`src/design/kvt_pkg.sv`:
```
// ----------------------------------------------------------------------------
// kvt_pkg
// Shared constants and types of the key-value table: table size, operation
// codes, the request token that travels along the cell chain and the commit
// bus that writes a new entry.
// ----------------------------------------------------------------------------
package kvt_pkg;

    localparam int ENTRIES = 16;
    localparam int IDX_W   = (ENTRIES > 1) ? $clog2(ENTRIES) : 1;
    localparam int KEY_W   = 32;
    localparam int VAL_W   = 32;
    localparam int OP_W    = 2;

    typedef enum logic [OP_W-1:0] {
        OP_DEFINE = 2'd0,
        OP_LOOKUP = 2'd1,
        OP_DELETE = 2'd2,
        OP_UNUSED = 2'd3
    } t_op;

    typedef struct packed {
        logic             active;
        logic [OP_W-1:0]  op;
        logic [KEY_W-1:0] key;
        logic [VAL_W-1:0] value;
        logic             hit;
        logic             free_seen;
        logic [IDX_W-1:0] free_idx;
        logic [VAL_W-1:0] value_out;
    } t_token;

    typedef struct packed {
        logic             we;
        logic [IDX_W-1:0] idx;
        logic [KEY_W-1:0] key;
        logic [VAL_W-1:0] value;
    } t_commit;

endpackage

```
`src/design/kvt_cell.sv`:
```
// ----------------------------------------------------------------------------
// kvt_cell
// One entry of the table. Compares the passing request token with its own
// key, updates the token and the entry, and hands the token to the next cell.
// ----------------------------------------------------------------------------
module kvt_cell
    import kvt_pkg::*;
(
    input  logic             i_clk,
    input  logic             i_rst_n,
    input  logic [IDX_W-1:0] i_index,
    input  t_token           i_tok,
    input  t_commit          i_commit,
    output t_token           o_tok
);

    logic             r_valid;
    logic [KEY_W-1:0] r_key;
    logic [VAL_W-1:0] r_value;
    t_token           r_tok;
    t_token           n_tok;
    logic             w_match;
    logic             w_commit_here;

    assign w_match       = i_tok.active && !i_tok.hit && r_valid && (r_key == i_tok.key);
    assign w_commit_here = i_commit.we && (i_commit.idx == i_index);

    always_comb begin
        n_tok = i_tok;
        if (w_match) begin
            n_tok.hit = 1'b1;
            if (i_tok.op == OP_LOOKUP) begin
                n_tok.value_out = r_value;
            end
        end
        if (i_tok.active && !r_valid && !i_tok.free_seen) begin
            n_tok.free_seen = 1'b1;
            n_tok.free_idx  = i_index;
        end
    end

    always_ff @(posedge i_clk) begin
        if (!i_rst_n) begin
            r_valid      <= 1'b0;
            r_tok.active <= 1'b0;
        end else begin
            r_tok.active <= n_tok.active;
            if (w_commit_here) begin
                r_valid <= 1'b1;
            end else if (w_match && (i_tok.op == OP_DELETE)) begin
                r_valid <= 1'b0;
            end
        end
        r_tok.op        <= n_tok.op;
        r_tok.key       <= n_tok.key;
        r_tok.value     <= n_tok.value;
        r_tok.hit       <= n_tok.hit;
        r_tok.free_seen <= n_tok.free_seen;
        r_tok.free_idx  <= n_tok.free_idx;
        r_tok.value_out <= n_tok.value_out;
        if (w_commit_here) begin
            r_key   <= i_commit.key;
            r_value <= i_commit.value;
        end else if (w_match && (i_tok.op == OP_DEFINE)) begin
            r_value <= i_tok.value;
        end
    end

    assign o_tok = r_tok;

endmodule

```
`src/design/key_value_table.sv`:
```
// ----------------------------------------------------------------------------
// key_value_table
// Key-value table with unique keys, built as a chain of entry cells through
// which each define, lookup or delete request travels.
// ----------------------------------------------------------------------------
//  Channel   Direction  tdata                    tuser
//  s_axis    in         key, value               op
//  m_axis    out        value_out                found, full_error
//
//  A request passes the injection register, every cell in turn (one cell per
//  cycle) and the result and output registers before its result can be taken.
//  One request is in the chain at a time; the next is accepted once the
//  previous result has moved to the output register.
//  Reset clears all valid marks at once; no clearing pass is needed.
//  A stalled output holds the finished request and its table write.
// ----------------------------------------------------------------------------
module key_value_table
    import kvt_pkg::*;
(
    input  logic        i_clk,
    input  logic        i_rst_n,
    input  logic        i_s_axis_tvalid,
    output logic        o_s_axis_tready,
    input  logic [63:0] i_s_axis_tdata,   // key [31:0], value [63:32]
    input  logic [1:0]  i_s_axis_tuser,   // op [1:0]
    output logic        o_m_axis_tvalid,
    input  logic        i_m_axis_tready,
    output logic [31:0] o_m_axis_tdata,   // value_out [31:0]
    output logic [1:0]  o_m_axis_tuser    // found [0], full_error [1]
);

    typedef enum logic [1:0] {
        ST_IDLE,
        ST_SCAN,
        ST_HOLD
    } t_state;

    t_state           r_state;
    t_token           r_inj;
    t_token           r_res;
    t_token           w_tok [ENTRIES];
    t_commit          w_commit;
    logic             w_accept;
    logic             w_load;
    logic             r_out_valid;
    logic             r_found;
    logic             r_full;
    logic [VAL_W-1:0] r_value_out;

    assign o_s_axis_tready = (r_state == ST_IDLE);
    assign w_accept        = i_s_axis_tvalid && o_s_axis_tready;
    assign w_load          = (r_state == ST_HOLD) && (!r_out_valid || i_m_axis_tready);

    assign w_commit.we    = w_load && (r_res.op == OP_DEFINE) && !r_res.hit && r_res.free_seen;
    assign w_commit.idx   = r_res.free_idx;
    assign w_commit.key   = r_res.key;
    assign w_commit.value = r_res.value;

    for (genvar g = 0; g < ENTRIES; g++) begin : g_cell
        kvt_cell u_cell (
            .i_clk    (i_clk),
            .i_rst_n  (i_rst_n),
            .i_index  (IDX_W'(g)),
            .i_tok    ((g == 0) ? r_inj : w_tok[(g == 0) ? 0 : g - 1]),
            .i_commit (w_commit),
            .o_tok    (w_tok[g])
        );
    end

    always_ff @(posedge i_clk) begin
        if (!i_rst_n) begin
            r_state     <= ST_IDLE;
            r_inj       <= '0;
            r_out_valid <= 1'b0;
        end else begin
            r_inj.active <= w_accept;
            if (w_accept) begin
                r_inj.op        <= i_s_axis_tuser;
                r_inj.key       <= i_s_axis_tdata[31:0];
                r_inj.value     <= i_s_axis_tdata[63:32];
                r_inj.hit       <= 1'b0;
                r_inj.free_seen <= 1'b0;
                r_inj.free_idx  <= '0;
                r_inj.value_out <= '0;
            end
            if (w_load) begin
                r_out_valid <= 1'b1;
            end else if (o_m_axis_tvalid && i_m_axis_tready) begin
                r_out_valid <= 1'b0;
            end
            case (r_state)
                ST_IDLE: begin
                    if (w_accept) begin
                        r_state <= ST_SCAN;
                    end
                end
                ST_SCAN: begin
                    if (w_tok[ENTRIES-1].active) begin
                        r_res   <= w_tok[ENTRIES-1];
                        r_state <= ST_HOLD;
                    end
                end
                ST_HOLD: begin
                    if (w_load) begin
                        r_found     <= r_res.hit && (r_res.op != OP_UNUSED);
                        r_full      <= (r_res.op == OP_DEFINE) && !r_res.hit
                                       && !r_res.free_seen;
                        r_value_out <= (r_res.op == OP_LOOKUP && r_res.hit)
                                       ? r_res.value_out : '0;
                        r_state     <= ST_IDLE;
                    end
                end
                default: begin
                    r_state <= ST_IDLE;
                end
            endcase
        end
    end

    assign o_m_axis_tvalid = r_out_valid;
    assign o_m_axis_tdata  = r_value_out;
    assign o_m_axis_tuser  = {r_full, r_found};

endmodule

```
`config.mk`:
```
export PLATFORM = sky130hd
export DESIGN_NAME = key_value_table
export DESIGN_NICKNAME = d
export VERILOG_FILES = /design/src/design/kvt_pkg.sv /design/src/design/kvt_cell.sv /design/src/design/key_value_table.sv
export SDC_FILE = /design/constraint.sdc
export NUM_CORES = 2
export LEC_CHECK = 0
export BUFFER_PORTS_ARGS = -buffer_cell sky130_fd_sc_hd__buf_2
export CORE_MARGIN = 4
export CORE_UTILIZATION = 40
export DETAILED_ROUTE_END_ITERATION = 16
export SLEW_MARGIN = 40
export SYNTH_ARGS = -nofsm -noshare
export SYNTH_HDL_FRONTEND = slang
export SYNTH_HIERARCHICAL = 1
export SYNTH_SLANG_ARGS = --single-unit
```
`constraint.sdc`:
```
create_clock -name i_clk -period 13.7 [get_ports i_clk]
set_clock_uncertainty 0.1 [all_clocks]
set_input_delay 2.74 -clock i_clk [delete_from_list [all_inputs] [get_ports i_clk]]
set_output_delay 2.74 -clock i_clk [all_outputs]
set_load 0.05 [all_outputs]
```
After elaboration in Yosys (flattened, before gate mapping)
Cells that the tools add are included.

storage, ports and cells
  bits in registers = 2913
  bits of input ports = 70
  output and inout bits = 36
  logic and storage cells = 603

cells by class
  equality and inequality tests = 70
  mux-type cells = 100
  reductions and logical operators = 242

operators with widths
  operator                                                count
  2-to-1 mux 32 bit                                       62
  == test 32 bit                                          16
  logical AND 1 bit                                       136
  nonzero test 2 bit                                      33
  zero test 1 bit                                         49
  == test 2 x 1 -> 1 bit (second input constant)          18
  zero test 2 bit                                         18
  == test 2 bit (second input constant)                   17
  2-to-1 mux 1 bit                                        34
  == test 4 bit (second input constant)                   8
  == test 4 x 3 -> 1 bit (second input constant)          4
  AND reduction 3 bit                                     3
  == test 4 x 2 -> 1 bit (second input constant)          2
  2-to-1 mux 2 bit                                        3
  one-hot mux 2 bit (3 select lines)                      1
  == test 4 x 1 -> 1 bit (second input constant)          1
  zero test 4 bit                                         1
  inequality test 2 x 1 -> 1 bit (second input constant)  2
  inequality test 2 bit (second input constant)           2
  AND reduction 2 bit                                     1
  logical OR 1 bit                                        1

Depth between registers and ports, before layout
  depth in word-level cells = 8
  mapped depth = 7
  gate-level depth less buffers = 6

Modules after synthesis
Netlist, hierarchy kept.

modules (own cells, without submodules)
  module           times used  cells each  area each (µm²)  seq. area each (µm²)
  kvt_cell         16          316         5408.9           4043.9
  key_value_table  1           488         7191.9           5545.3

Worst setup path before layout
Ideal clock, no wire load.

  kind = in2reg
  start point = in i_rst_n
  end point = reg r_res[0] (netlist bit) (enable)
  library setup time = 0.695 ns
  arrival time = 10.234 ns
  required time = 12.905 ns
  slack = 2.671 ns
  stages = 4
  path buffers = 2
  cell sequence = buf_2 buf_2 inv_1 nor3_1

between the ends
  longest elaborated chain between the ends = 1

ends and longest elaborated chain
  item                           line                   RTL
  start, declared                key_value_table.sv:21  input logic i_rst_n,
  AND reduction 3 bit (no line)  --
  end signal, assigned           key_value_table.sv:99  r_res <= w_tok[ENTRIES-1];
  end, declared                  key_value_table.sv:40  t_token r_res;

No other way between the ends.
A chain may end at the register's enable or synchronous reset.

==> flow_summary.ini <==
[grt]
grt_util_met1 = 0.195
busiest_layer = met1
groute.usage.overall = 0.128
grt_overflow = 0
grt_pass1_vias = 43825
grt_max_degree = 86
grt_util_met3 = 0.0235
grt_util_met2 = 0.185
grt_pass1_wl_um = 252000
antenna_found_initial = 2

[clocking]
cts_root_buf = clkbuf_16
clk_path_buf_depth = 4
cts.sinks = 2928
postCtsSetupBuffers = 0
cts-htree-levels = 5
ctsResizeCount = 0
clock_latency_ns = 0.90
cts.clk_slew.worst_paths_ns = 0.06
cts_buffers = 301
cts_tree = yes
hold_buffers = 0

[floorplanning]
ios = 106
core_region_area_mm2 = 0.233
initial_core_util = 0.402
dieArea_mm2 = 0.242
rows = 177
die_w_um = 492
die_h_um = 492

[drt]
drt_drc_violations_left = 0
wl_per_cell_um = 16.5
first_pass_iters = 5
routed_wl_um = 156000
viasPerCell = 4.39
vias = 41521
ant_nets = 0
drtIter0Drc = 1879

[worst_setup_path]
r2r_slack_ns = 9.92
required_ns = 14.12
path_max_fanout = 51
ff2ff_path_depth = 8
critical-path-top-delay-family = buffers and inverters
cpPeakStageDelay_ns = 0.60
end_kind = register
cpMostUsedCell = buf_4
start_kind = primary input
critPathBufInv = 4
worstSetupPathType = primary input to register
r2r-end = g_cell[2].u_cell/r_value[7]$_DFFE_PP_
arrival_ns = 5.21
cp.depth = 9
crit_slowest_cell = buf_4
r2r-start = r_res[103]$_DFFE_PP_
path_cells = buf_2 -> nor2b_1 -> nor3_4 -> buf_4 -> nand2_1 -> nor4_4 -> buf_4 -> a21o_1 -> buf_4

[job]
max_cap_violations = 0

[logic_synthesis]
synthCells = 5544
synth_area_leaders = dfxtp_1, edfxtp_1, mux2_2, xor2_1, xnor2_1
ys_seq_elements = 2928
synthArstFlopShare = 0
synth_area_leader_cell = dfxtp_1
avgSynthCellArea_um2 = 16.9
netlist.area_leader.share = 0.377
ys_warn_count = 6
ys_types = 41
synth-edff-count = 1162
ys_seq_area_frac = 0.749
synth_ff_type = dfxtp_1
synth_area_mm2 = 0.0937

[timing]
finalSetupViolations = 0
maxSlewHeadroom = 0.387
timing.final.crit_share = 0.350
report.final.hold_viol_count = 0
slew_violations = 0
tightest_slew_ns = 0.920
grt_setup_unrepaired = false
fmax_ghz = 0.209
setup_tns_ns = 0
min_period_ns = 4.79

[cells_and_area]
drive_gt1_frac = 0.275
area_growth_pct = 15.9
final_cell_mix = dfxtp_1, edfxtp_1, mux2_2
instances_no_fill = 9448
fin_nets = 6158
final_common_cell = dfxtp_1

[place]
dp_hpwl_um = 110000
post-place-cells = 8888
gp_congestion = 0.806
io_buffers = 105

[min_path]
hold_start = g_cell[2].u_cell/o_tok[80]$_DFF_P_
hold-path-endpoint = g_cell[3].u_cell/o_tok[80]$_DFF_P_
hold_path.class = register to register
worstHoldPathCells = 0

[outcome]
status = completed

[pwr]
ir_worst_vdd_mv = 0.125
leakagePower_nw = 40.1
p_per_area_mw_per_mm2 = 163
==> through the flow <==
stage	util	setup slack (ns)	total power, mW	hold slack [ns]	instance area [µm²]
after floorplan	-	2.67	9.93	0.227	94400
after global placement	0.423	7.50	10.0	0.233	98500
after detailed placement	0.423	7.89	10.1	0.235	98500
after CTS	0.465	8.85	18.0	0.228	108000
after global routing	0.466	8.64	18.4	0.238	109000
final	0.466	8.91	17.7	0.227	109000
==> Yosys cell counts, drive strengths merged, types with 16 or more instances <==
master	number
nand4	96
buf	111
dfxtp	1766
nor4	113
and2	49
nor3	19
and4	32
mux2i	66
nor3b	17
xor2	336
mux2	1088
nand3	16
a21o	16
a21oi	18
or2	16
nand2b	50
nand4b	16
o21ai	16
or3	16
nor2	50
xnor2	240
nand2	197
edfxtp	1162
or4	16
==> registers in the layout, summed over array words and instances, names as in the netlist <==
register,cells
r_full,1
o_m_axis_tvalid,1
o_m_axis_tdata,32
r_found,1
r_res,104
r_state,2
r_inj,67
g_cell.u_cell/r_value,512
g_cell.u_cell/o_tok,1680
g_cell.u_cell/r_key,512
g_cell.u_cell/r_valid,16
==> power by group <==
group,total (mW),internal [mW],leakage [nW],switching (mW)
logic,0.365,0.220,10.1,0.145
registers,9.52,9.35,25.2,0.169
clock network,7.84,4.73,4.78,3.11
total,17.7,14.3,40.1,3.42
==> how the worst max path moves through the flow <==
stage / from / slack [ns] / to
6_report: i_m_axis_tready / 8.91 / g_cell[2].u_cell/r_value[7]$_DFFE_PP_
5_1_grt: i_m_axis_tready / 8.64 / g_cell[2].u_cell/r_value[12]$_DFFE_PP_
4_1_cts: i_m_axis_tready / 8.85 / g_cell[2].u_cell/r_value[7]$_DFFE_PP_
3_5_place_dp: i_m_axis_tready / 7.89 / g_cell[2].u_cell/r_value[12]$_DFFE_PP_
3_3_place_gp: i_m_axis_tready / 7.50 / g_cell[2].u_cell/r_value[6]$_DFFE_PP_
2_1_floorplan: i_rst_n / 2.67 / r_res[0]$_DFFE_PP_
==> metal layers <==
| metal | up-vias | wire (µm) |
|---|---|---|
| met5 | - | 0 |
| li1 | 20829 | - |
| met2 | 606 | 64000 |
| met4 | 0 | 4290 |
| met1 | 19765 | 82800 |
| met3 | 321 | 5150 |
==> worst register-to-register path: cells and delay by family (launching register included) <==
family	cells	cell delay, ns
compound gates	1	0.18
buf+inv	3	1.25
flops	1	0.41
simple gates	4	1.48
==> area by class of cell <==
| type | instances | area (µm²) |
|---|---|---|
| multi-input combinational | 2659 | 23400 |
| antenna | 2 | 5.00 |
| sequential | 2928 | 70200 |
| timing repair buffer | 197 | 1380 |
| clock buffer | 451 | 8990 |
| inverter | 1 | 3.75 |
| tap | 3132 | 3920 |
| fill | 20352 | 124000 |
| clock inverter | 78 | 714 |
==> cell families (layout without fill, tap and decap cells) <==
| logic type | count (synthesis) | in the layout | synth area share |
|---|---|---|---|
| mux | 1154 | 1154 | 0.138 |
| buf+inv | 124 | 727 | 0.00992 |
| simple gates | 709 | 709 | 0.0458 |
| compound gates | 51 | 51 | 0.00318 |
| flops | 2928 | 2928 | 0.749 |
| xor+xnor | 576 | 576 | 0.0538 |
| other cells | 2 | 171 | 0.0000801 |
Note: power is estimated with default switching activity, not from simulation.
